`src/rtl/low_coverage_region_finder_assert.svh`:
```
// ----------------------------------------------------------------------------
// Assertion macros for the low-coverage region finder
// Clocked on clk; the plain form is gated off while arst_n is low.
// ----------------------------------------------------------------------------
`ifndef LOW_COVERAGE_REGION_FINDER_ASSERT_SVH
`define LOW_COVERAGE_REGION_FINDER_ASSERT_SVH

// Checked only out of reset
`define LCRF_ASSERT(lbl, prop, msg) \
	lbl: assert property (@(posedge clk) disable iff (!arst_n) prop) else $error(msg);

// Checked during reset as well
`define LCRF_ASSERT_RST(lbl, prop, msg) \
	lbl: assert property (@(posedge clk) prop) else $error(msg);

`endif

```
`src/rtl/lcrf_pkg.sv`:
```
// ----------------------------------------------------------------------------
// lcrf_pkg
// Shared types and codes for the low-coverage region finder.
// ----------------------------------------------------------------------------
`timescale 1ns / 1ps
`default_nettype none

package lcrf_pkg;

	localparam int COV_BITS   = 16;
	localparam int START_BITS = 24;
	localparam int END_BITS   = 25;
	localparam int MINL_BITS  = 24;
	localparam int PAD_BITS   = 16;
	localparam int CFG_BITS   = 24;
	localparam int IDX_BITS   = 2;

	// register indexes on the configuration port
	localparam logic [IDX_BITS-1:0] CFG_THRESHOLD = 2'd0;
	localparam logic [IDX_BITS-1:0] CFG_MIN_LEN   = 2'd1;
	localparam logic [IDX_BITS-1:0] CFG_PAD       = 2'd2;

	// result kinds
	localparam logic KIND_REGION = 1'b0;
	localparam logic KIND_END    = 1'b1;

	typedef struct packed {
		logic [COV_BITS-1:0]  threshold;
		logic [MINL_BITS-1:0] min_len;
		logic [PAD_BITS-1:0]  pad;
	} cfg_t;

	typedef struct packed {
		logic                  kind;
		logic [START_BITS-1:0] start;
		logic [END_BITS-1:0]   stop;
		logic                  fin;
	} result_t;

	// up to two results produced by a single request
	typedef struct packed {
		logic    v0;
		logic    v1;
		result_t r0;
		result_t r1;
	} res_pair_t;

endpackage

`default_nettype wire

```
`src/rtl/lcrf_scan.sv`:
```
// ----------------------------------------------------------------------------
// lcrf_scan
// Input register, run tracking state and per-sample region decision.
// ----------------------------------------------------------------------------
`timescale 1ns / 1ps
`default_nettype none

module lcrf_scan
	import lcrf_pkg::*;
#(
	parameter int POSITION_BITS = 24
) (
	input  wire logic                clk,
	input  wire logic                arst_n,
	input  wire logic                in_valid,
	output logic                     in_stall,
	input  wire logic [COV_BITS-1:0] coverage,
	input  wire logic                last_sample,
	input  wire cfg_t                cfg,
	input  wire logic                slots_free,
	output logic                     load,
	output res_pair_t                res
);

	// wide enough for position plus padding and for the minimum length
	localparam int CW = ((POSITION_BITS > MINL_BITS) ? POSITION_BITS : MINL_BITS) + 2;

	logic                     valid_s1;
	logic [COV_BITS-1:0]      cov_s1;
	logic                     last_s1;

	logic [POSITION_BITS-1:0] pos_q;
	logic                     in_run_q;
	logic [POSITION_BITS-1:0] run_start_q;

	logic                     accept;
	logic                     adv;
	logic                     low;
	logic                     close_ok;
	logic                     open_ok;
	logic [POSITION_BITS-1:0] cur_start;
	logic [CW-1:0]            pos_x, rs_x, cs_x, pad_x, min_x;
	logic [CW-1:0]            close_len, open_len, pad_start, close_end, open_end;
	result_t                  region, marker;

	assign accept = in_valid && !in_stall;

	always_comb begin
		low       = cov_s1 <= cfg.threshold;
		cur_start = in_run_q ? run_start_q : pos_q;
		pos_x     = CW'(pos_q);
		rs_x      = CW'(run_start_q);
		cs_x      = CW'(cur_start);
		pad_x     = CW'(cfg.pad);
		min_x     = CW'(cfg.min_len);

		close_len = pos_x - rs_x;
		close_ok  = in_run_q && !low && (close_len >= min_x);
		pad_start = (rs_x > pad_x) ? (rs_x - pad_x) : '0;
		close_end = pos_x + pad_x;

		open_end  = pos_x + CW'(1);
		open_len  = open_end - cs_x;
		open_ok   = last_s1 && low && (open_len >= min_x);

		region.kind  = KIND_REGION;
		region.start = close_ok ? pad_start[START_BITS-1:0] : cs_x[START_BITS-1:0];
		region.stop  = close_ok ? close_end[END_BITS-1:0] : open_end[END_BITS-1:0];
		region.fin   = !last_s1;

		marker.kind  = KIND_END;
		marker.start = '0;
		marker.stop  = '0;
		marker.fin   = 1'b1;

		res.v0 = close_ok || open_ok || last_s1;
		res.v1 = (close_ok || open_ok) && last_s1;
		res.r0 = (close_ok || open_ok) ? region : marker;
		res.r1 = marker;
	end

	// a sample with no result never waits on the output side
	assign adv      = valid_s1 && (!res.v0 || slots_free);
	assign in_stall = valid_s1 && !adv;
	assign load     = adv && res.v0;

	always_ff @(posedge clk or negedge arst_n) begin
		if (!arst_n) begin
			valid_s1 <= 1'b0;
		end else if (accept) begin
			valid_s1 <= 1'b1;
		end else if (adv) begin
			valid_s1 <= 1'b0;
		end
	end

	always_ff @(posedge clk) begin
		if (accept) begin
			cov_s1  <= coverage;
			last_s1 <= last_sample;
		end
	end

	always_ff @(posedge clk or negedge arst_n) begin
		if (!arst_n) begin
			pos_q       <= '0;
			in_run_q    <= 1'b0;
			run_start_q <= '0;
		end else if (adv) begin
			if (last_s1) begin
				pos_q       <= '0;
				in_run_q    <= 1'b0;
				run_start_q <= '0;
			end else begin
				in_run_q <= low;
				if (low && !in_run_q) begin
					run_start_q <= pos_q;
				end
				// position saturates at its maximum
				if (pos_q != '1) begin
					pos_q <= pos_q + POSITION_BITS'(1);
				end
			end
		end
	end

endmodule

`default_nettype wire

```
`src/rtl/lcrf_out.sv`:
```
// ----------------------------------------------------------------------------
// lcrf_out
// Two-slot result buffer: head register on the port, one pending behind it.
// ----------------------------------------------------------------------------
`timescale 1ns / 1ps
`default_nettype none

module lcrf_out
	import lcrf_pkg::*;
(
	input  wire logic      clk,
	input  wire logic      arst_n,
	input  wire logic      load,
	input  wire res_pair_t res,
	output logic           slots_free,
	output logic           out_valid,
	input  wire logic      out_stall,
	output result_t        head
);

	logic    head_v_q;
	logic    pend_v_q;
	result_t head_q;
	result_t pend_q;
	logic    take;

	assign take       = head_v_q && !out_stall;
	assign slots_free = !head_v_q || (take && !pend_v_q);
	assign out_valid  = head_v_q;
	assign head       = head_q;

	always_ff @(posedge clk or negedge arst_n) begin
		if (!arst_n) begin
			head_v_q <= 1'b0;
			pend_v_q <= 1'b0;
		end else if (load) begin
			head_v_q <= 1'b1;
			pend_v_q <= res.v1;
		end else if (take) begin
			head_v_q <= pend_v_q;
			pend_v_q <= 1'b0;
		end
	end

	always_ff @(posedge clk) begin
		if (load) begin
			head_q <= res.r0;
			pend_q <= res.r1;
		end else if (take && pend_v_q) begin
			head_q <= pend_q;
		end
	end

endmodule

`default_nettype wire

```
`src/rtl/low_coverage_region_finder.sv`:
```
// ----------------------------------------------------------------------------
// low_coverage_region_finder
// Streams coverage samples and reports runs at or below a threshold.
// ----------------------------------------------------------------------------
// Usage:
//   Input channel (in_valid / in_stall): one request per position carrying
//   coverage and last_sample. Output channel (out_valid / out_stall): one
//   result per transfer; a request gives none, one or two results. Each
//   carries result_kind, region_start, region_end and final_result.
//   Configuration: cfg_we with cfg_index and cfg_data writes one register
//   (threshold, minimum length, padding) at a clock edge; write while idle.
// Result path: a sample is registered in the input register on acceptance;
//   any result it causes is loaded into the head register of the result
//   buffer, which drives the output, once the buffer has room.
// Throughput: one sample per cycle while the result buffer has room. A
//   sample closing a run or the last sample of a sequence needs the two-slot
//   result buffer free, so a last sample that reports a region and the end
//   marker fills both slots. Samples causing no result pass without waiting.
// Reset: clears valid flags, run state and position count, empties the
//   pipeline; configuration returns to zero.
// Stall: while out_stall is high the result holds; the input register
//   backs up and in_stall rises once a result-bearing sample cannot move.
// ----------------------------------------------------------------------------
`timescale 1ns / 1ps
`default_nettype none

module low_coverage_region_finder
	import lcrf_pkg::*;
#(
	parameter int POSITION_BITS = 24
) (
	input  wire logic                  clk,
	input  wire logic                  arst_n,
	// sample channel
	input  wire logic                  in_valid,
	output logic                       in_stall,
	input  wire logic [COV_BITS-1:0]   coverage,
	input  wire logic                  last_sample,
	// result channel
	output logic                       out_valid,
	input  wire logic                  out_stall,
	output logic                       result_kind,
	output logic [START_BITS-1:0]      region_start,
	output logic [END_BITS-1:0]        region_end,
	output logic                       final_result,
	// configuration writes
	input  wire logic                  cfg_we,
	input  wire logic [IDX_BITS-1:0]   cfg_index,
	input  wire logic [CFG_BITS-1:0]   cfg_data
);

	cfg_t      cfg_q;
	logic      slots_free;
	logic      load;
	res_pair_t res;
	result_t   head;

	// configuration registers; unknown indexes are ignored
	always_ff @(posedge clk or negedge arst_n) begin
		if (!arst_n) begin
			cfg_q <= '0;
		end else if (cfg_we) begin
			case (cfg_index)
				CFG_THRESHOLD: cfg_q.threshold <= cfg_data[COV_BITS-1:0];
				CFG_MIN_LEN:   cfg_q.min_len   <= cfg_data[MINL_BITS-1:0];
				CFG_PAD:       cfg_q.pad       <= cfg_data[PAD_BITS-1:0];
				default: ;
			endcase
		end
	end

	// sample register, run tracking and region decision
	lcrf_scan #(
		.POSITION_BITS(POSITION_BITS)
	) u_scan (
		.clk         (clk),
		.arst_n      (arst_n),
		.in_valid    (in_valid),
		.in_stall    (in_stall),
		.coverage    (coverage),
		.last_sample (last_sample),
		.cfg         (cfg_q),
		.slots_free  (slots_free),
		.load        (load),
		.res         (res)
	);

	// result buffer driving the output channel
	lcrf_out u_out (
		.clk        (clk),
		.arst_n     (arst_n),
		.load       (load),
		.res        (res),
		.slots_free (slots_free),
		.out_valid  (out_valid),
		.out_stall  (out_stall),
		.head       (head)
	);

	assign result_kind  = head.kind;
	assign region_start = head.start;
	assign region_end   = head.stop;
	assign final_result = head.fin;

	// ------------------------------------------------------------------------
	// Checks
	// ------------------------------------------------------------------------
`include "low_coverage_region_finder_assert.svh"

	// end marker carries zero positions and always closes its request
	`LCRF_ASSERT(a_marker_fields, out_valid && (result_kind == KIND_END) |-> (region_start == '0) && (region_end == '0) && final_result, "end marker fields wrong")

	// a non-final result is directly followed by the end marker
	`LCRF_ASSERT(a_marker_follows, out_valid && !final_result && !out_stall |=> out_valid && (result_kind == KIND_END), "end marker missing after region")

	// nothing on the output while reset is held
	`LCRF_ASSERT_RST(a_reset_quiet, !arst_n |-> !out_valid, "result valid during reset")

endmodule

`default_nettype wire

```
`config.mk`:
```
export PLATFORM = sky130hd
export DESIGN_NAME = low_coverage_region_finder
export DESIGN_NICKNAME = d
export VERILOG_FILES = /design/src/rtl/lcrf_pkg.sv /design/src/rtl/lcrf_scan.sv /design/src/rtl/lcrf_out.sv /design/src/rtl/low_coverage_region_finder.sv
export VERILOG_INCLUDE_DIRS = /design/src /design/src/rtl
export SDC_FILE = /design/constraint.sdc
export NUM_CORES = 1
export LEC_CHECK = 0
export ABC_AREA = 1
export BUFFER_PORTS_ARGS = -buffer_cell sky130_fd_sc_hd__buf_4
export CAP_MARGIN = 40
export CELL_PAD_IN_SITES_DETAIL_PLACEMENT = 0
export CELL_PAD_IN_SITES_GLOBAL_PLACEMENT = 1
export CORE_MARGIN = 2
export CORE_UTILIZATION = 46
export DETAILED_ROUTE_END_ITERATION = 7
export PLACE_DENSITY = 0.92
export SYNTH_ARGS = -nofsm -noshare
export SYNTH_HDL_FRONTEND = slang
export SYNTH_SLANG_ARGS = --single-unit
export TNS_END_PERCENT = 5
```
`constraint.sdc`:
```
create_clock -name clk -period 7.5 [get_ports clk]
set_clock_uncertainty 0.05 [all_clocks]
set_input_delay 1.125 -clock clk [delete_from_list [all_inputs] [get_ports clk]]
set_output_delay 1.125 -clock clk [all_outputs]
set_load 0.01 [all_outputs]
```
==> run_results.csv <==
group,metric,value,unit
logic_synthesis,seq_area_frac_synth,32.8,%
power_and_ir_drop,p_leak,8.19,nW
routing,drcViolationCount,0,
clock_network,hold_buffers,0,
routing,dr.pass1.iters,6,
logic_synthesis,syn-cell-area,0.0145,mm^2
power_and_ir_drop,seq_power_share,25.0,%
routing,drtAntennaViolNets,0,
logic_synthesis,yosysTopAreaCellShare,18.7,%
timing,finalWorstPathRequiredPeriod,6800,ps
floorplan,num_rows,64,
timing,worstMarginPinSlew,865,ps
flow_run,max-cap-violations,0,
timing,setup_violations,0,
worst_setup_path,cpPeakStageDelay,510,ps
timing,fin_setup_tns,0,ps
worst_setup_path,crit_fanout,8,
cells_and_area,fin_util,52.2,%
timing,fmax,147,MHz
clock_network,cts_inserted_buffers,17,
timing,slew_headroom,42.4,%
logic_synthesis,synth_cell_types,53,
worst_setup_path,reg2regPathDepth,28,
grt,grt_max_degree,60,
worst_setup_path,slowest_stage,"dfrtp_1",
floorplan,dieArea,0.0329,mm^2
routing,wl_per_cell,19.0,um
grt,grt_pass1_wl,72800,um
floorplan,io_pins,101,
timing,rsz0062_at_grt,"no",
grt,grtUsageTotal,28.8,%
worst_setup_path,reg2reg_from,"u_scan.pos_q[2]",
logic_synthesis,yosysWarnings,0,
routing,viasPerCell,5.51,
clock_network,cts_resized,0,
power_and_ir_drop,ir_drop,0.000214,V
worst_setup_path,r2r_slack,1240,ps
clock_network,ctsRootBufferMaster,"clkbuf_16",
place,dp_slack,1330,ps
worst_setup_path,critPathKind,"reg2out",
floorplan,core,0.0307,mm^2
hold_path,min_path_type,"reg2reg",
routing,wl,46700,um
run_status,status,"finished, final reports clean",
routing,vias,13500,
clock_network,htreeDepth,4,
floorplan,initial_core_util,47.1,%
clock_network,cts_tree,"done",
worst_setup_path,crit_start,"u_scan.pos_q[1]",
routing,drt_iter0_drc,1124,
place,gp_congestion,1.01,
timing,slew_viol_final,0,
timing,setup_ws,704,ps
worst_setup_path,cp.required,6320,ps
power_and_ir_drop,power.clock.fraction,17.6,%
worst_setup_path,crit_top_cell,"nand2_1",
worst_setup_path,critPathLaunchType,"flip-flop",
timing,finalCritPeriodShare,90.6,%
power_and_ir_drop,internal_power,2.74,mW
grt,grt_overflow,0,
logic_synthesis,ys_top_cells_by_area,"dfrtp_1, edfxtp_1, nand2_1",
cells_and_area,area_growth_syn_to_layout,11.0,%
timing,hold_viol,0,
grt,grt_antenna_before_repair,0,
worst_setup_path,crit_arrival,5620,ps
logic_synthesis,netlist_instances,1976,
logic_synthesis,yosys.area.top_type,"dfrtp_1",
cells_and_area,diodes,0,
clock_network,clock_sinks,176,
clock_network,clock_latency,470,ps
clock_network,path_clk_slew,70,ps
worst_setup_path,reg2reg_to,"u_out.head[24]",
clock_network,clockBufferDepth,2,
power_and_ir_drop,p_sw,2.42,mW
power_and_ir_drop,pwr_density_cell,321,mW/mm^2
place,hpwl,36700,um
cells_and_area,fin_nets,2245,
worst_setup_path,critPathCaptureType,"primary output",
worst_setup_path,worstSetupEndpoint,"in_stall",
logic_synthesis,syn_nets,2175,
floorplan,die_h,181,um
logic_synthesis,post_synth.cell_area_avg,7.32,um^2
clock_network,postCtsSetupBuffers,0,
power_and_ir_drop,power_frac_comb,57.4,%
power_and_ir_drop,switching_share,46.9,%
floorplan,fp.dieW,181,um
grt,grt_pass1_vias,12900,
logic_synthesis,synth_seq_cells,176,
place,numPortBuffers,100,
cells_and_area,drive_gt1_share,9.28,%
==> routing by layer <==
metal,vias to the layer above,part of all wire (%),global-route usage (%)
li1,6603,-,-
met1,6358,44,36.9
met2,493,47,48.5
met3,80,5.8,4.68
met4,0,3.6,11.3
met5,-,0,0
==> flip-flops by register name, indices dropped and copies added, names as in the netlist <==
name and count:
cfg_q 56, u_out.head 51, u_out.out_valid 1, u_out.pend_v_q 1
u_scan.cov_s1 16, u_scan.in_run_q 1, u_scan.last_s1 1, u_scan.pos_q 24
u_scan.run_start_q 24, u_scan.valid_s1 1
==> cells by family after synthesis <==
family                   synth area share [%]
adder cells (fa/ha/maj)                  13.3
XOR/XNOR                                 5.39
buffers and inverters                    9.46
AND/OR/NAND/NOR                          27.1
flip-flops                               32.8
AO/OA/AOI/OAI                            12.0
==> stage by stage <==
step | cell area, um^2 | hold WS (ps) | total power [mW] | cells
floorplan | 14500 | 403 | 3.36 | 1976
global placement | 15500 | 417 | 4.19 | 2421
detailed placement | 15500 | 424 | 4.22 | 2423
CTS | 16100 | 440 | 5.15 | 2455
global route | 16100 | 467 | 5.58 | 2455
finish | 16100 | 439 | 5.16 | 2455
==> layout make-up <==
cell class	count	area [um^2]
fill	3103	14700
multi-input combinational	1469	8370
sequential	176	4750
inverter	268	1010
timing repair buffer	114	872
tap	396	495
clock buffer	20	437
clock inverter	12	135
==> critical path, delay by kind of cell, from the launching register on <==
family,cells,cell delay [ps]
compound gates,2,450
xor+xnor,2,500
fa+ha+maj,3,990
buf+inv,5,450
flops,1,510
simple gates,20,2230
==> power by group through the flow <==
stage	Combinational [mW]	Clock (mW)	Sequential, mW
after CTS	2.94	0.921	1.29
after global routing	3.31	0.959	1.31
after floorplan	2.06	0	1.30
after detailed placement	2.91	0	1.31
final	2.96	0.909	1.29
after global placement	2.88	0	1.30
==> worst min path at each step <==
stage,start,endpoint,slack (ps),cells past startpoint
3_5_place_dp,cfg_q[41],cfg_q[41],420,2
4_1_cts,cfg_q[41],cfg_q[41],440,2
6_report,cfg_q[31],cfg_q[31],440,2
2_1_floorplan,cfg_q[17],cfg_q[17],400,2
5_1_grt,cfg_q[20],cfg_q[20],470,2
3_3_place_gp,cfg_q[49],cfg_q[49],420,2
==> cell usage after synthesis, drive strengths merged <==
cell type	instances
nor2	176
ha	147
and3	2
o2111ai	1
a211oi	4
fa	4
nor3	17
inv	268
nor4	6
edfxtp	68
clkbuf	33
buf	30
nand4	71
o21bai	12
o22ai	1
a21oi	143
a21o	7
xnor2	21
and2	4
o31ai	3
or2	31
nand3	78
xor2	68
nand2	522
a21boi	4
nor3b	1
a31oi	11
dfrtp	108
o21ai	128
a22oi	1
o21a	3
o211ai	3
==> placed cells by master (no fill, tap or decap), types with 3 or more instances in the layout <==
cell,count
nand2_1,515
inv_1,267
nor2_1,172
ha_1,147
a21oi_1,142
o21ai_0,120
buf_4,112
dfrtp_1,107
nand3_1,72
nand4_1,70
xor2_1,68
edfxtp_1,68
or2_2,23
xnor2_1,21
clkbuf_16,17
nor3_1,16
o21bai_1,12
a31oi_1,11
o21ai_1,7
a21o_1,7
or2_1,7
nor4_1,6
nand2_2,5
and2_1,4
a211oi_1,4
fa_1,4
nand3_2,3
a21boi_0,3
nor2_2,3
o31ai_1,3
o21a_1,3
nand3_4,3
clkbuf_1,3
clkinv_2,3
clkinvlp_4,3
Note: power is estimated with default switching activity, not from simulation.
